**config.mk**
```make
export PLATFORM = sky130hd
export DESIGN_NAME = midpoint_circle_rasterizer
export DESIGN_NICKNAME = d
export VERILOG_FILES = /design/src/rtl/mcr_pkg.sv /design/src/rtl/mcr_front.sv /design/src/rtl/mcr_queue.sv /design/src/rtl/mcr_back.sv /design/src/rtl/midpoint_circle_rasterizer.sv
export SDC_FILE = /design/constraint.sdc
export NUM_CORES = 1
export LEC_CHECK = 0
export BUFFER_PORTS_ARGS = -buffer_cell sky130_fd_sc_hd__buf_2
export CORE_AREA = 5 5 240 242
export DETAILED_ROUTE_END_ITERATION = 7
export DIE_AREA = 0 0 245 247
export PLACE_DENSITY = 0.55
export SLEW_MARGIN = 10
export SYNTH_ARGS = -nofsm -noshare
export SYNTH_HDL_FRONTEND = slang
export SYNTH_SLANG_ARGS = --single-unit
```
**constraint.sdc**
```tcl
create_clock -name clk -period 6.5 [get_ports clk]
set_clock_uncertainty 0.1 [all_clocks]
set_input_delay 0.975 -clock clk [delete_from_list [all_inputs] [get_ports clk]]
set_output_delay 0.975 -clock clk [all_outputs]
set_load 0.005 [all_outputs]
```
**src/rtl/mcr_pkg.sv**
```systemverilog
// mcr_pkg: shared types and constants for the midpoint circle rasterizer
// no dependencies; imported by every module of the block

package mcr_pkg;

    // point coordinate width, default and upper bound
    localparam int COORD_BITS_DEF = 16;
    localparam int COORD_BITS_MAX = 32;

    // step descriptor queue depth between front and back
    localparam int QUEUE_DEPTH_DEF = 2;

    // field widths fixed by the item format
    localparam int CENTER_BITS = 15;
    localparam int RADIUS_BITS = 14;
    localparam int OFFSET_BITS = 15;
    localparam int STEP_BITS   = 16;
    localparam int ERROR_BITS  = 18;
    localparam int SUM_BITS    = 16;

    // number of points per step and phase counter width
    localparam int POINTS_PER_STEP = 8;
    localparam int PHASE_BITS      = 3;
    localparam logic [PHASE_BITS-1:0] PHASE_LAST = 3'd7;

    // input opcodes
    typedef enum logic {
        OP_START = 1'b0,
        OP_STEP  = 1'b1
    } op_t;

    // one step as handed from front to back
    typedef struct packed {
        logic signed [CENTER_BITS-1:0] center_col;
        logic signed [CENTER_BITS-1:0] center_row;
        logic signed [OFFSET_BITS-1:0] offset_x;
        logic signed [OFFSET_BITS-1:0] offset_y;
        logic                          done;
    } mcr_step_t;

endpackage

```
**src/rtl/mcr_front.sv**
```systemverilog
// mcr_front: accepts items, holds the walk state and issues step descriptors
// depends on mcr_pkg

module mcr_front (
    input  logic                                clk,
    input  logic                                rst_n,
    input  logic                                in_valid,
    output logic                                in_ready,
    input  logic                                op,
    input  logic signed [mcr_pkg::CENTER_BITS-1:0] center_x,
    input  logic signed [mcr_pkg::CENTER_BITS-1:0] center_y,
    input  logic        [mcr_pkg::RADIUS_BITS-1:0] radius,
    output logic                                push,
    output mcr_pkg::mcr_step_t                  push_step,
    input  logic                                queue_full
);
    import mcr_pkg::*;

    logic signed [CENTER_BITS-1:0] center_col_reg, center_col_next;
    logic signed [CENTER_BITS-1:0] center_row_reg, center_row_next;
    logic        [RADIUS_BITS-1:0] radius_held_reg, radius_held_next;
    logic signed [OFFSET_BITS-1:0] offset_x_reg, offset_x_next;
    logic signed [OFFSET_BITS-1:0] offset_y_reg, offset_y_next;
    logic        [STEP_BITS-1:0]   step_x_reg, step_x_next;
    logic        [STEP_BITS-1:0]   step_y_reg, step_y_next;
    logic signed [ERROR_BITS-1:0]  error_term_reg, error_term_next;
    logic                          active_reg, active_next;

    logic                          accept;
    logic                          err_le0;
    logic                          err1_gt0;
    logic signed [ERROR_BITS-1:0]  two_r;
    logic signed [ERROR_BITS-1:0]  err1;
    logic signed [ERROR_BITS-1:0]  err2;
    logic        [STEP_BITS-1:0]   sy1;
    logic        [STEP_BITS-1:0]   sx1;
    logic signed [OFFSET_BITS-1:0] oy1;
    logic signed [OFFSET_BITS-1:0] ox1;
    logic                          done;
    logic signed [ERROR_BITS-1:0]  two_r_in;

    assign in_ready = !queue_full;
    assign accept   = in_valid && in_ready;

    // walk update, y move first then x move on the updated error
    always_comb
    begin
        two_r    = signed'({3'b000, radius_held_reg, 1'b0});
        err_le0  = (error_term_reg <= 0);
        err1     = err_le0 ? ERROR_BITS'(error_term_reg + signed'({2'b00, step_y_reg}))
                           : error_term_reg;
        sy1      = err_le0 ? STEP_BITS'(step_y_reg + 16'd2) : step_y_reg;
        oy1      = err_le0 ? OFFSET_BITS'(offset_y_reg + 15'sd1) : offset_y_reg;
        err1_gt0 = (err1 > 0);
        sx1      = err1_gt0 ? STEP_BITS'(step_x_reg + 16'd2) : step_x_reg;
        ox1      = err1_gt0 ? OFFSET_BITS'(offset_x_reg - 15'sd1) : offset_x_reg;
        err2     = err1_gt0 ? ERROR_BITS'(err1 + signed'({2'b00, sx1}) - two_r) : err1;
        done     = (ox1 < oy1);
        two_r_in = signed'({3'b000, radius, 1'b0});
    end

    // item decode and state next values
    always_comb
    begin
        center_col_next  = center_col_reg;
        center_row_next  = center_row_reg;
        radius_held_next = radius_held_reg;
        offset_x_next    = offset_x_reg;
        offset_y_next    = offset_y_reg;
        step_x_next      = step_x_reg;
        step_y_next      = step_y_reg;
        error_term_next  = error_term_reg;
        active_next      = active_reg;
        push             = 1'b0;
        if (accept)
        begin
            unique case (op_t'(op))
                OP_START:
                begin
                    center_col_next  = center_x;
                    center_row_next  = center_y;
                    radius_held_next = radius;
                    offset_x_next    = signed'(OFFSET_BITS'({1'b0, radius} - 15'd1));
                    offset_y_next    = '0;
                    step_x_next      = 16'd1;
                    step_y_next      = 16'd1;
                    error_term_next  = ERROR_BITS'(18'sd1 - two_r_in);
                    active_next      = (radius != '0);
                end
                OP_STEP:
                begin
                    if (active_reg)
                    begin
                        push            = 1'b1;
                        offset_x_next   = ox1;
                        offset_y_next   = oy1;
                        step_x_next     = sx1;
                        step_y_next     = sy1;
                        error_term_next = err2;
                        active_next     = !done;
                    end
                end
                default:
                begin
                    push = 1'b0;
                end
            endcase
        end
    end

    // descriptor carries the offsets before the update
    always_comb
    begin
        push_step.center_col = center_col_reg;
        push_step.center_row = center_row_reg;
        push_step.offset_x   = offset_x_reg;
        push_step.offset_y   = offset_y_reg;
        push_step.done       = done;
    end

    // walk state registers
    always_ff @(posedge clk or negedge rst_n)
    begin
        if (!rst_n)
        begin
            center_col_reg  <= '0;
            center_row_reg  <= '0;
            radius_held_reg <= '0;
            offset_x_reg    <= '0;
            offset_y_reg    <= '0;
            step_x_reg      <= 16'd1;
            step_y_reg      <= 16'd1;
            error_term_reg  <= '0;
            active_reg      <= 1'b0;
        end
        else
        begin
            center_col_reg  <= center_col_next;
            center_row_reg  <= center_row_next;
            radius_held_reg <= radius_held_next;
            offset_x_reg    <= offset_x_next;
            offset_y_reg    <= offset_y_next;
            step_x_reg      <= step_x_next;
            step_y_reg      <= step_y_next;
            error_term_reg  <= error_term_next;
            active_reg      <= active_next;
        end
    end

endmodule

```
**src/rtl/mcr_queue.sv**
```systemverilog
// mcr_queue: small fifo of step descriptors between front and back
// depends on mcr_pkg

module mcr_queue #(
    parameter int DEPTH = mcr_pkg::QUEUE_DEPTH_DEF
) (
    input  logic               clk,
    input  logic               rst_n,
    input  logic               push,
    input  mcr_pkg::mcr_step_t push_step,
    output logic               full,
    input  logic               pop,
    output logic               not_empty,
    output mcr_pkg::mcr_step_t pop_step
);
    import mcr_pkg::*;

    localparam int PTR_BITS = (DEPTH > 1) ? $clog2(DEPTH) : 1;
    localparam int CNT_BITS = $clog2(DEPTH + 1);
    localparam logic [PTR_BITS-1:0] PTR_LAST = PTR_BITS'(DEPTH - 1);
    localparam logic [CNT_BITS-1:0] CNT_FULL = CNT_BITS'(DEPTH);

    mcr_step_t           entry_reg [DEPTH];
    logic [PTR_BITS-1:0] wr_ptr_reg, wr_ptr_next;
    logic [PTR_BITS-1:0] rd_ptr_reg, rd_ptr_next;
    logic [CNT_BITS-1:0] count_reg, count_next;

    assign full      = (count_reg == CNT_FULL);
    assign not_empty = (count_reg != '0);
    assign pop_step  = entry_reg[rd_ptr_reg];

    // pointer and fill count
    always_comb
    begin
        wr_ptr_next = wr_ptr_reg;
        rd_ptr_next = rd_ptr_reg;
        count_next  = count_reg;
        if (push)
        begin
            wr_ptr_next = (wr_ptr_reg == PTR_LAST) ? '0 : PTR_BITS'(wr_ptr_reg + 1'b1);
        end
        if (pop)
        begin
            rd_ptr_next = (rd_ptr_reg == PTR_LAST) ? '0 : PTR_BITS'(rd_ptr_reg + 1'b1);
        end
        if (push && !pop)
        begin
            count_next = CNT_BITS'(count_reg + 1'b1);
        end
        else if (pop && !push)
        begin
            count_next = CNT_BITS'(count_reg - 1'b1);
        end
    end

    always_ff @(posedge clk or negedge rst_n)
    begin
        if (!rst_n)
        begin
            wr_ptr_reg <= '0;
            rd_ptr_reg <= '0;
            count_reg  <= '0;
        end
        else
        begin
            wr_ptr_reg <= wr_ptr_next;
            rd_ptr_reg <= rd_ptr_next;
            count_reg  <= count_next;
        end
    end

    // storage, no reset needed
    always_ff @(posedge clk)
    begin
        if (push)
        begin
            entry_reg[wr_ptr_reg] <= push_step;
        end
    end

endmodule

```
**src/rtl/mcr_back.sv**
```systemverilog
// mcr_back: expands each step descriptor into eight outline points
// depends on mcr_pkg

module mcr_back #(
    parameter int COORD_BITS = mcr_pkg::COORD_BITS_DEF
) (
    input  logic                         clk,
    input  logic                         rst_n,
    input  logic                         step_avail,
    input  mcr_pkg::mcr_step_t           step_in,
    output logic                         pop,
    output logic                         out_valid,
    input  logic                         out_ready,
    output logic signed [COORD_BITS-1:0] point_x,
    output logic signed [COORD_BITS-1:0] point_y,
    output logic                         last_of_step,
    output logic                         circle_done
);
    import mcr_pkg::*;

    mcr_step_t                 work_reg;
    logic                      work_valid_reg, work_valid_next;
    logic [PHASE_BITS-1:0]     phase_reg, phase_next;
    logic                      out_valid_reg, out_valid_next;
    logic signed [COORD_BITS-1:0] point_x_reg;
    logic signed [COORD_BITS-1:0] point_y_reg;
    logic                      last_reg;
    logic                      done_reg;

    logic                      adv;
    logic                      at_last;
    logic signed [OFFSET_BITS-1:0] x_off;
    logic signed [OFFSET_BITS-1:0] y_off;
    logic signed [SUM_BITS-1:0]    px_sum;
    logic signed [SUM_BITS-1:0]    py_sum;
    logic signed [COORD_BITS_MAX-1:0] px_wide;
    logic signed [COORD_BITS_MAX-1:0] py_wide;

    assign adv     = work_valid_reg && (!out_valid_reg || out_ready);
    assign at_last = (phase_reg == PHASE_LAST);
    assign pop     = step_avail && (!work_valid_reg || (adv && at_last));

    // point for the current phase: bit 2 swaps offsets, bit 1 negates x, bit 0 adds y
    always_comb
    begin
        x_off   = phase_reg[2] ? work_reg.offset_y : work_reg.offset_x;
        y_off   = phase_reg[2] ? work_reg.offset_x : work_reg.offset_y;
        px_sum  = phase_reg[1] ? SUM_BITS'(SUM_BITS'(work_reg.center_col) - SUM_BITS'(x_off))
                               : SUM_BITS'(SUM_BITS'(work_reg.center_col) + SUM_BITS'(x_off));
        py_sum  = phase_reg[0] ? SUM_BITS'(SUM_BITS'(work_reg.center_row) + SUM_BITS'(y_off))
                               : SUM_BITS'(SUM_BITS'(work_reg.center_row) - SUM_BITS'(y_off));
        px_wide = COORD_BITS_MAX'(px_sum);
        py_wide = COORD_BITS_MAX'(py_sum);
    end

    // phase counter and output valid
    always_comb
    begin
        work_valid_next = work_valid_reg;
        phase_next      = phase_reg;
        out_valid_next  = out_valid_reg;
        if (adv)
        begin
            out_valid_next = 1'b1;
            phase_next     = PHASE_BITS'(phase_reg + 1'b1);
            if (at_last)
            begin
                work_valid_next = step_avail;
            end
        end
        else
        begin
            if (out_ready)
            begin
                out_valid_next = 1'b0;
            end
            if (!work_valid_reg)
            begin
                work_valid_next = step_avail;
                phase_next      = '0;
            end
        end
    end

    always_ff @(posedge clk or negedge rst_n)
    begin
        if (!rst_n)
        begin
            work_valid_reg <= 1'b0;
            phase_reg      <= '0;
            out_valid_reg  <= 1'b0;
        end
        else
        begin
            work_valid_reg <= work_valid_next;
            phase_reg      <= phase_next;
            out_valid_reg  <= out_valid_next;
        end
    end

    // descriptor and output payload registers
    always_ff @(posedge clk)
    begin
        if (pop)
        begin
            work_reg <= step_in;
        end
        if (adv)
        begin
            point_x_reg <= px_wide[COORD_BITS-1:0];
            point_y_reg <= py_wide[COORD_BITS-1:0];
            last_reg    <= at_last;
            done_reg    <= work_reg.done;
        end
    end

    assign out_valid    = out_valid_reg;
    assign point_x      = point_x_reg;
    assign point_y      = point_y_reg;
    assign last_of_step = last_reg;
    assign circle_done  = done_reg;

endmodule

```
**src/rtl/midpoint_circle_rasterizer.sv**
```systemverilog
// midpoint_circle_rasterizer: top level of the midpoint circle outline generator
// depends on mcr_pkg, mcr_front, mcr_queue, mcr_back
//
//   channel  signals                                   direction
//   in       in_valid/in_ready, op, center_x,           into block
//            center_y, radius
//   out      out_valid/out_ready, point_x, point_y,     out of block
//            last_of_step, circle_done
//
// start items and steps with no active circle are taken in the front and
// push nothing. each active step yields eight points, one per cycle through
// the back's output register while out_ready does not stall it. the front
// keeps accepting while the queue has room; an output stall backs up into
// the queue and then into in_ready.
// reset is asynchronous and clears the walk state, queue and output valid.

module midpoint_circle_rasterizer #(
    parameter int COORD_BITS  = mcr_pkg::COORD_BITS_DEF,
    parameter int QUEUE_DEPTH = mcr_pkg::QUEUE_DEPTH_DEF
) (
    input  logic                                   clk,
    input  logic                                   rst_n,
    input  logic                                   in_valid,
    output logic                                   in_ready,
    input  logic                                   op,
    input  logic signed [mcr_pkg::CENTER_BITS-1:0] center_x,
    input  logic signed [mcr_pkg::CENTER_BITS-1:0] center_y,
    input  logic        [mcr_pkg::RADIUS_BITS-1:0] radius,
    output logic                                   out_valid,
    input  logic                                   out_ready,
    output logic signed [COORD_BITS-1:0]           point_x,
    output logic signed [COORD_BITS-1:0]           point_y,
    output logic                                   last_of_step,
    output logic                                   circle_done
);
    import mcr_pkg::*;

    logic      push;
    mcr_step_t push_step;
    logic      queue_full;
    logic      pop;
    logic      queue_not_empty;
    mcr_step_t pop_step;

    // walk state and item decode
    mcr_front u_front (
        .clk        (clk),
        .rst_n      (rst_n),
        .in_valid   (in_valid),
        .in_ready   (in_ready),
        .op         (op),
        .center_x   (center_x),
        .center_y   (center_y),
        .radius     (radius),
        .push       (push),
        .push_step  (push_step),
        .queue_full (queue_full)
    );

    // step descriptor queue
    mcr_queue #(
        .DEPTH (QUEUE_DEPTH)
    ) u_queue (
        .clk       (clk),
        .rst_n     (rst_n),
        .push      (push),
        .push_step (push_step),
        .full      (queue_full),
        .pop       (pop),
        .not_empty (queue_not_empty),
        .pop_step  (pop_step)
    );

    // point emitter
    mcr_back #(
        .COORD_BITS (COORD_BITS)
    ) u_back (
        .clk          (clk),
        .rst_n        (rst_n),
        .step_avail   (queue_not_empty),
        .step_in      (pop_step),
        .pop          (pop),
        .out_valid    (out_valid),
        .out_ready    (out_ready),
        .point_x      (point_x),
        .point_y      (point_y),
        .last_of_step (last_of_step),
        .circle_done  (circle_done)
    );

endmodule
```
Word-level counts from Yosys, hierarchy flattened
Memories as Yosys holds them, arrays and structs flattened. A register that Yosys moved wholly into a read port is not among the register bits. Index checks and enable logic that the tools add are counted.

Register bits after elaboration: 168. Bits in writable memories: 122. Memories: 1.

Add/sub/neg operators: 18. Order comparisons: 3. Equal/unequal tests: 6. Muxes and demuxes: 38. Bitwise gates (word level): 1. Reduce and logical (&&, ||, !) cells: 21.

Memories: u_queue.entry_reg (words 2, bits a word 61, rd ports 1, clocked after Yosys merged registers in 1, wr ports 1, RTL line mcr_queue.sv:23) `mcr_step_t entry_reg [DEPTH];`.

Operators with widths (count): 16-bit 2-to-1 mux (6); 15-bit 2-to-1 mux (6); 16-bit one-hot mux with 2 select lines (2); 15-bit one-hot mux with 2 select lines (2); 18-bit 2-to-1 mux (3); 18-bit by 17-bit adder with 18-bit output (2); 18-bit one-hot mux with 2 select lines (1); 15-bit by 15-bit adder with 16-bit output (2); 16-bit by 2-bit adder with 16-bit output (second input constant) (2); 15-bit by 15-bit subtractor with 16-bit output (2); 18-bit by 1-bit greater-than comparator with 1-bit output (second input constant) (1); 18-bit by 1-bit <= comparator with 1-bit output (second input constant) (1); 18-bit by 16-bit subtractor with 18-bit output (1); 1-bit by 15-bit subtractor with 16-bit output (first input constant) (1); 15-bit by 2-bit adder with 15-bit output (second input constant) (1); 15-bit less-than comparator (1); 14-bit by 1-bit subtractor with 15-bit output (second input constant) (1); 15-bit by 2-bit subtractor with 15-bit output (second input constant) (1); 14-bit nonzero test (1); 1-bit 2-to-1 mux (13); 1-bit logical AND (6); 1-bit logical NOT (6); 3-bit 2-to-1 mux (2); 2-bit nonzero test (3); 14 further kinds (20).

Longest topological paths before layout
Gate-level depths: netlist (run 1).

Depth in word-level cells: 9. Depth in mapped cells: 33. Depth with buffers taken out: 31.

By module
Synthesis (run 1) repeated with hierarchy kept, for this count alone.

Cell total of the unflattened synthesis: 1725. Area total of the unflattened synthesis: 19827.8 µm².

By module, submodules not included: mcr_front (times used 1, cells an instance 1022, area an instance 9186.3 µm², sequential area each 3130.5 µm²); mcr_back (times used 1, cells an instance 497, area an instance 5749.3 µm², sequential area each 2977.9 µm²); mcr_queue (times used 1, cells an instance 206, area an instance 4892.2 µm², sequential area each 3763.6 µm²).

Least setup slack after synthesis (run 1)
OpenSTA, ideal clock, no wires.

Path type: register -> register. Start point: register u_front.error_term_reg[6]. End point: register u_front.error_term_reg[17]. Setup time: 0.129 ns. Arrival time: 6.499 ns. Slack: -0.228 ns. Cell stages (with the launch flop): 33. Clock period less this slack: 6.728 ns. Path through: dfrtp_1 -> ha_1 -> clkbuf_1 -> o211ai_1 -> a21oi_1 -> a211oi_1 -> o31ai_1 -> a21oi_1 -> o21ai_1 -> clkbuf_1 -> ha_1 -> nand2_1 -> nor4_1 -> a41oi_1 -> a2111oi_2 -> nand4b_1 -> and2_1 -> buf_2 -> buf_2 -> nand3_1 -> xnor2_1 -> fa_1 -> ha_1 -> a21o_1 -> a21o_1 -> nor2_1 -> a21oi_1 -> a211oi_1 -> o31ai_1 -> or2_2 -> o41ai_1 -> a41o_1 -> o21ai_0.

Longest elaborated chain between the ends: 9. Elaborated cells between the ends (all ways): 10.

RTL lines: from (decl) (RTL line mcr_front.sv:26) `logic signed [ERROR_BITS-1:0] error_term_reg, error_term_next;`; from (signal assigned) (RTL line mcr_front.sv:145) `error_term_reg <= error_term_next;`; 18-bit by 17-bit adder with 18-bit output / 18-bit by 1-bit <= comparator with 1-bit output (equally long branches) (RTL line mcr_front.sv:50, mcr_front.sv:49); 18-bit 2-to-1 mux * (RTL line mcr_front.sv:50) `err1 = err_le0 ? ERROR_BITS'(error_term_reg + signed'({2'b00, step_y_reg}))`; 18-bit by 1-bit greater-than comparator with 1-bit output (RTL line mcr_front.sv:54) `err1_gt0 = (err1 > 0);`; 16-bit 2-to-1 mux (RTL line mcr_front.sv:55) `sx1 = err1_gt0 ? STEP_BITS'(step_x_reg + 16'd2) : step_x_reg;`; 18-bit by 17-bit adder with 18-bit output (RTL line mcr_front.sv:57) `err2 = err1_gt0 ? ERROR_BITS'(err1 + signed'({2'b00, sx1}) - two_r) : err1;`; 18-bit by 16-bit subtractor with 18-bit output (RTL line mcr_front.sv:57); 18-bit 2-to-1 mux * (RTL line mcr_front.sv:57); 18-bit 2-to-1 mux * (RTL line mcr_front.sv:92) `if (active_reg)`; 18-bit one-hot mux with 2 select lines * (RTL line mcr_front.sv:77) `unique case (op_t'(op))`.

Every way passes the cells marked *; elsewhere a longest branch is shown, timed or not. The select of a mux whose other input is x is not followed. A chain may end at the register's enable or synchronous reset.

Worst setup path after layout (run 1)
Start point: register u_front.step_y_reg[0]. End point: register u_front.error_term_reg[16].

Longest elaborated chain between the ends: 9.

RTL lines: from (decl) (RTL line mcr_front.sv:25) `logic [STEP_BITS-1:0] step_y_reg, step_y_next;`; from (signal assigned) (RTL line mcr_front.sv:144) `step_y_reg <= step_y_next;`; 18-bit by 17-bit adder with 18-bit output * (RTL line mcr_front.sv:50); 18-bit 2-to-1 mux * (RTL line mcr_front.sv:50); 18-bit by 1-bit greater-than comparator with 1-bit output (RTL line mcr_front.sv:54); 16-bit 2-to-1 mux (RTL line mcr_front.sv:55); 18-bit by 17-bit adder with 18-bit output (RTL line mcr_front.sv:57); 18-bit by 16-bit subtractor with 18-bit output (RTL line mcr_front.sv:57); 18-bit 2-to-1 mux * (RTL line mcr_front.sv:57); 18-bit 2-to-1 mux * (RTL line mcr_front.sv:92); 18-bit one-hot mux with 2 select lines * (RTL line mcr_front.sv:77).

Marked as above.

==> run_results.csv, run 1 <==
group,metric,value,unit
clock_tree,clockRootBuffer,"clkbuf_16",
final_layout,drive_gt1_share,23.69,%
placed_design,hpwlAfterDp,34690,µm
final_layout,final_nets,2029,
worst_hold_path,worstHoldPathCells,0,
final_layout,instances_no_fill,2608,
routing,wire_per_inst,18.71,µm
routing,vias,13750,
yosys,yosys-top-cells-area,"edfxtp_1 (34%), dfrtp_1 (17%), ha_1 (5.8%)",
placed_design,dp_slack,-517.9,ps
floorplan,row_count,86,
yosys,synth.top_cell.area_share,34.10,%
floorplan,core-area,0.05488,mm²
power_and_ir_drop,max-vdd-ir-drop,482.4,µV
floorplan,die_x,245,µm
yosys,synth_edf_count,217,
power_and_ir_drop,p_int,8.589,mW
critical_path,critPathLaunch,"u_front.step_y_reg[0]",
critical_path,ff2ff_setup_slack,-60,ps
routing,drtPass1Iterations,6,
final_layout,syn2layout_area_growth,19.73,%
outcome,violations,"setup timing",
placed_design,portBuffers,84,
yosys,syn_area_per_cell,11.23,µm²
critical_path,start_kind,"flop",
power_and_ir_drop,p_seq_share,26.0,%
sta,clock.fmax,152.5,MHz
final_layout,n_fill_cell,5150,
floorplan,initial_core_util,34.82,%
clock_tree,htreeDepth,2,
critical_path,critPathKind,"flop to flop",
critical_path,r2r_end,"u_front.error_term_reg[16]",
outcome,status,"finished, violations left",
sta,rsz0062_at_grt,"yes",
yosys,synth_seq_cells,351,
yosys,postSynthCellCount,1701,
sta,hold_viol,0,
floorplan,ioPinCount,85,
clock_tree,cts_tree,"done",
power_and_ir_drop,p_leak,9.130,nW
yosys,yosysTopAreaCell,"edfxtp_1",
yosys,synthesis.area,0.01911,mm²
yosys,ys_types,77,
clock_tree,clock_latency,560,ps
yosys,ys_seq_area_share,51.66,%
sta,period_minus_slack,6558,ps
power_and_ir_drop,swShare,39.16,%
routing,drc,0,
critical_path,critPathSlowestCell,"dfstp_2",
critical_path,end_kind,"flop",
routing,drt-initial-drc-count,824,
power_and_ir_drop,combinationalPowerShare,57.2,%
floorplan,die_height,247,µm
critical_path,cp_slowest_stage_delay,550,ps
global_routing,grt_max_degree,87,
worst_hold_path,whs_endpoint,"u_back.circle_done",
routing,final_antenna_net_count,0,
global_routing,antenna_found_initial,0,
flow_run,drv_cap,0,
power_and_ir_drop,p_total,14.12,mW
yosys,synthArstFlopShare,38.18,%
clock_tree,cts.sink_count,351,
critical_path,crit_arrival,6940,ps
clock_tree,numCtsBuffers,39,
global_routing,grt_pass1_wl,77170,µm
worst_hold_path,worstHoldPathType,"flop to flop",
sta,timing.final.ws_setup,-58.01,ps
floorplan,dieArea,0.06052,mm²
critical_path,crit_path_max_fanout,4,
placed_design,placedCellCount,2520,
yosys,yosysWarnings,0,
sta,min_period_over_period,100.9,%
placed_design,place.gp.congestion,0.8701,
clock_tree,clk_pin_slew,70,ps
yosys,synth_nets,1856,
global_routing,grt_overflow,0,
sta,slew_headroom,35.11,%
critical_path,required,6880,ps
power_and_ir_drop,switchingPower,5.528,mW
critical_path,worstRegToRegCells,30,
routing,routed_wl,48810,µm
global_routing,grtUsageTotal,15.99,%
worst_hold_path,hold_path.startpoint,"u_back.work_reg[0]",
sta,slew_violations,0,
power_and_ir_drop,clkPwrFrac,16.8,%
yosys,ys.flop_type,"edfxtp_1",
sta,setup_viol,1,
global_routing,grt_pass1_vias,13860,
critical_path,r2r_start,"u_front.step_y_reg[0]",
sta,tightest_slew,973.3,ps
routing,routed_via_density,5.274,
clock_tree,cts_hold_repair.buffers,0,
final_layout,largest_register_ffs,122,
power_and_ir_drop,powerDensity,617.1,mW/mm²
final_layout,diodes,0,
clock_tree,ctsLongestPathBuffers,3,
metal layers:
| metal | vias up | wire length [µm] | GRT usage, % | share of wire [%] |
|---|---|---|---|---|
| li1 | 6603 | - | - | - |
| met1 | 6671 | 21110 | 20.32 | 43 |
| met2 | 357 | 23380 | 27.15 | 48 |
| met3 | 123 | 2355 | 2.778 | 4.8 |
| met4 | 0 | 1960 | 6.601 | 4.0 |
| met5 | - | 0 | 0 | 0 |
cells in the mapped netlist, drive strengths merged (18+ instances only):
cell type  instances
a211oi            20
a21o              21
a21oi             87
a31oi             30
buf               27
clkbuf            51
dfrtp            132
edfxtp           217
ha                89
inv               77
mux2              96
mux2i             37
nand2            132
nand2b            18
nand3             37
nor2             104
nor3              48
o21ai            103
xnor2             83
xor2              58
per-stage QoR:
stage	area (µm²)	hold slack (ps)	util (%)	TNS, ps
floorplan	19120	300.3	-	0
global placement	20960	300.5	38.20	-1979
detailed placement	20960	309.2	38.20	-3235
CTS	22580	328.8	41.14	-257.5
global route	22880	341.0	41.69	-1757
finish	22880	328.2	41.69	-58.01
power by group through the flow:
| stage | Clock [mW] | Combinational, mW | Sequential (mW) |
|---|---|---|---|
| global route | 2.53 | 8.84 | 3.75 |
| CTS | 2.44 | 7.43 | 3.67 |
| detailed placement | 0 | 6.77 | 3.72 |
| floorplan | 0 | 4.66 | 3.51 |
| global placement | 0 | 6.70 | 3.69 |
| finish | 2.37 | 8.08 | 3.67 |
worst max-delay path: cells and delay by family (launching register included):
kind            cells  cell delay, ps
flops               1             550
fa+ha+maj           5            1410
buf+inv             1              40
compound gates     13            2340
mux                 2             590
simple gates        7            1210
xor+xnor            2             240
cells by family (layout without fill, tap and decap cells):
| logic type | Yosys count | after routing | share of synthesized area [%] |
|---|---|---|---|
| DFF | 351 | 351 | 51.66 |
| AOI/OAI and AO/OA | 372 | 372 | 12.45 |
| and+or+nand+nor | 443 | 443 | 11.07 |
| xor gates and xnor gates | 141 | 141 | 6.462 |
| adders and majority gates | 106 | 106 | 7.608 |
| muxes | 133 | 133 | 7.595 |
| buffers and inverters | 155 | 358 | 3.156 |
layout by cell type (no fill, tap or decap), types with 75 or more instances in the layout:
cell type	count
edfxtp_1	217
dfrtp_1	130
nand2_1	128
buf_4	121
nor2_1	99
o21ai_0	95
mux2_2	94
buf_2	83
ha_1	81
a21oi_1	78
xnor2_1	78
inv_1	75
worst max path at each step:
stage / end / slack [ps] / cells after the start
3_5_place_dp: u_front.error_term_reg[16] / -520 / 28
5_1_grt: u_front.error_term_reg[16] / -450 / 30
6_report: u_front.error_term_reg[16] / -60 / 30
4_1_cts: u_front.error_term_reg[16] / -120 / 30
3_3_place_gp: u_front.error_term_reg[16] / -420 / 30
2_1_floorplan: u_front.error_term_reg[17] / 4 / 33
area by class of cell:
cell class / count / area (µm²) / share of cell area, %
clock buffers: 46 / 1042 / 4.555
flip-flops and latches: 351 / 9874 / 43.16
inverters: 77 / 289.0 / 1.263
well taps: 704 / 880.8 / 3.850
clock inverters: 25 / 329.1 / 1.438
multi-input cells: 1195 / 9051 / 39.56
repair buffers: 210 / 1413 / 6.174
timing repair:
item	CTS	global route
pin swaps	32	26
cloned	0	0
endpoints found under the setup margin	15	15
gates resized for setup	38	47
buffers inserted	13	6
Note: power is estimated with default switching activity, not from simulation.
==> inputs of run 2 (changes only) <==
CELL_PAD_IN_SITES_DETAIL_PLACEMENT = 1   (was not set)
CELL_PAD_IN_SITES_GLOBAL_PLACEMENT = 1   (was not set)
CORE_AREA = 5 5 210 212   (was 5 5 240 242)
DIE_AREA = 0 0 215 217   (was 0 0 245 247)
PLACE_DENSITY = 0.8   (was 0.55)
==> run 2 against run 1 <==
The flow still finishes with violations (setup timing). Clock-buffer cell count up 3. Non-clock buffer count up 18. Sequential cell count unchanged. Global-route usage up 8.1 points. Sequential share of layout area about the same. Via count up 7.1%. Sequential power up 1%. Clock power about the same. Register-to-register slack worse by 50 ps. Critical path depth unchanged. Hold slack better by 6.5 ps. Combinational power up 14%. Critical endpoint unchanged. Largest power group unchanged.
==> run_results.csv, run 2 (synthesized netlist as in run 1, its figures left out) <==
group,metric,value,unit
floorplan,row_count,75,
clock_tree,ctsLongestPathBuffers,3,
final_layout,final_nets,2048,
outcome,status,"finished, violations left",
final_layout,final_common_cell,"edfxtp_1",
routing,drt-initial-drc-count,1013,
clock_tree,clockRootBuffer,"clkbuf_16",
sta,timing.final.ws_setup,-106.1,ps
final_layout,largest_register_ffs,122,
flow_run,drv_cap,0,
final_layout,drive_gt1_share,25.04,%
clock_tree,cts_hold_repair.buffers,0,
floorplan,die_x,215,µm
global_routing,antenna_found_initial,1,
placed_design,hpwlAfterDp,39240,µm
global_routing,grt_pass1_wl,89960,µm
final_layout,n_fill_cell,4393,
power_and_ir_drop,p_total,15.26,mW
sta,period_minus_slack,6606,ps
placed_design,portBuffers,84,
placed_design,place.gp.congestion,0.8901,
final_layout,syn2layout_area_growth,19.78,%
power_and_ir_drop,max-vdd-ir-drop,493.1,µV
sta,hold_viol,0,
sta,rsz0062_at_grt,"yes",
power_and_ir_drop,powerDensity,666.6,mW/mm²
sta,final.setup.tns,-230.6,ps
sta,holdWs,334.7,ps
floorplan,initial_core_util,45.76,%
final_layout,utilization,54.81,%
critical_path,required,6900,ps
clock_tree,htreeDepth,2,
routing,final_antenna_net_count,0,
critical_path,start_kind,"flop",
sta,slew_violations,0,
sta,tightest_slew,1003,ps
critical_path,end_kind,"flop",
critical_path,cp_slowest_stage_delay,550,ps
sta,clock.fmax,151.4,MHz
routing,wire_per_inst,23.72,µm
power_and_ir_drop,p_leak,9.237,nW
final_layout,diodes,0,
worst_hold_path,hold_path.startpoint,"u_back.work_reg[0]",
final_layout,layout_common_cells,"edfxtp_1 (217), buf_4 (132), dfrtp_1 (130), nand2_1 (126), nor2_1 (98)",
critical_path,crit_path_max_fanout,3,
critical_path,critPathLaunch,"u_front.step_y_reg[0]",
critical_path,crit_arrival,7010,ps
floorplan,ioPinCount,85,
critical_path,r2r_start,"u_front.step_y_reg[0]",
clock_tree,clk_pin_slew,60,ps
worst_hold_path,worstHoldPathType,"flop to flop",
routing,routed_wl,58460,µm
global_routing,grt_max_degree,92,
routing,drc,0,
clock_tree,cts_tree,"done",
clock_tree,clock_latency,570,ps
clock_tree,cts.sink_count,351,
routing,vias,14740,
floorplan,core-area,0.04176,mm²
floorplan,die_height,217,µm
global_routing,grt_pass1_vias,16010,
sta,setup_viol,3,
global_routing,grt_overflow,0,
sta,slew_headroom,33.16,%
sta,min_period_over_period,101.6,%
clock_tree,numCtsBuffers,40,
placed_design,placedCellCount,2354,
critical_path,critPathSlowestCell,"dfstp_2",
routing,routed_via_density,5.981,
final_layout,instances_no_fill,2464,
outcome,violations,"setup timing",
routing,drtPass1Iterations,7,
floorplan,dieArea,0.04666,mm²
critical_path,critPathKind,"flop to flop",
global_routing,grtUsageTotal,24.08,%
## run 2: timing repair
item                                   4_1_cts  5_1_grt
pin swaps                                   35       61
gates resized for setup                     45       65
setup endpoints to repair                   15       16
setup buffers                               23       18
endpoints found under the hold margin        0        0
## run 2: worst max-delay path: cells and delay by family, from the launching register on
| kind | cells | cell delay, ps |
|---|---|---|
| compound gates | 13 | 2390 |
| fa+ha+maj | 5 | 1480 |
| buf+inv | 1 | 40 |
| flops | 1 | 550 |
| mux | 2 | 600 |
| simple gates | 7 | 1120 |
| xor+xnor | 2 | 250 |
## run 2: final timing paths
kind                                              end  slack (ps)  cells after the start
max                        u_front.error_term_reg[16]        -110                     30
min                                u_back.circle_done         330                      0
max reg2reg                u_front.error_term_reg[16]        -110                     30
min reg2reg                        u_back.circle_done         330                      0
max in group asynchronous          u_queue.rd_ptr_reg        4560                      2
min in group asynchronous      u_front.step_x_reg[11]         460                      1
## run 2: through the flow
stage	instance area (µm²)	setup WS, ps
2_1_floorplan	19120	4.247
3_3_place_gp	20750	-428.7
3_5_place_dp	20750	-744.2
4_1_cts	22470	-132.1
5_1_grt	22890	-364.2
6_report	22890	-106.1
## run 2: final cells by class
cell class | instances | area [µm²] | area share [%]
clock buffers | 49 | 1056 | 4.614
inverters | 77 | 289.0 | 1.263
well taps | 539 | 674.4 | 2.946
multi-input cells | 1195 | 9138 | 39.92
flip-flops and latches | 351 | 9874 | 43.14
repair buffers | 228 | 1562 | 6.822
clock inverters | 25 | 296.5 | 1.296
## run 2: power by group
part	switching [mW]	internal [mW]	total, mW
combinational	4.83	4.35	9.18
clock	0.983	1.38	2.36
sequential	0.503	3.21	3.72
total	6.32	8.94	15.3
## run 2: routing by layer
metal	up-vias	part of all wire, %	GRT usage (%)
li1	6623	-	-
met5	-	0.021	0
met4	2	4.6	10.77
met1	7527	39	27.95
met3	163	4.1	3.446
met2	422	52	44.33
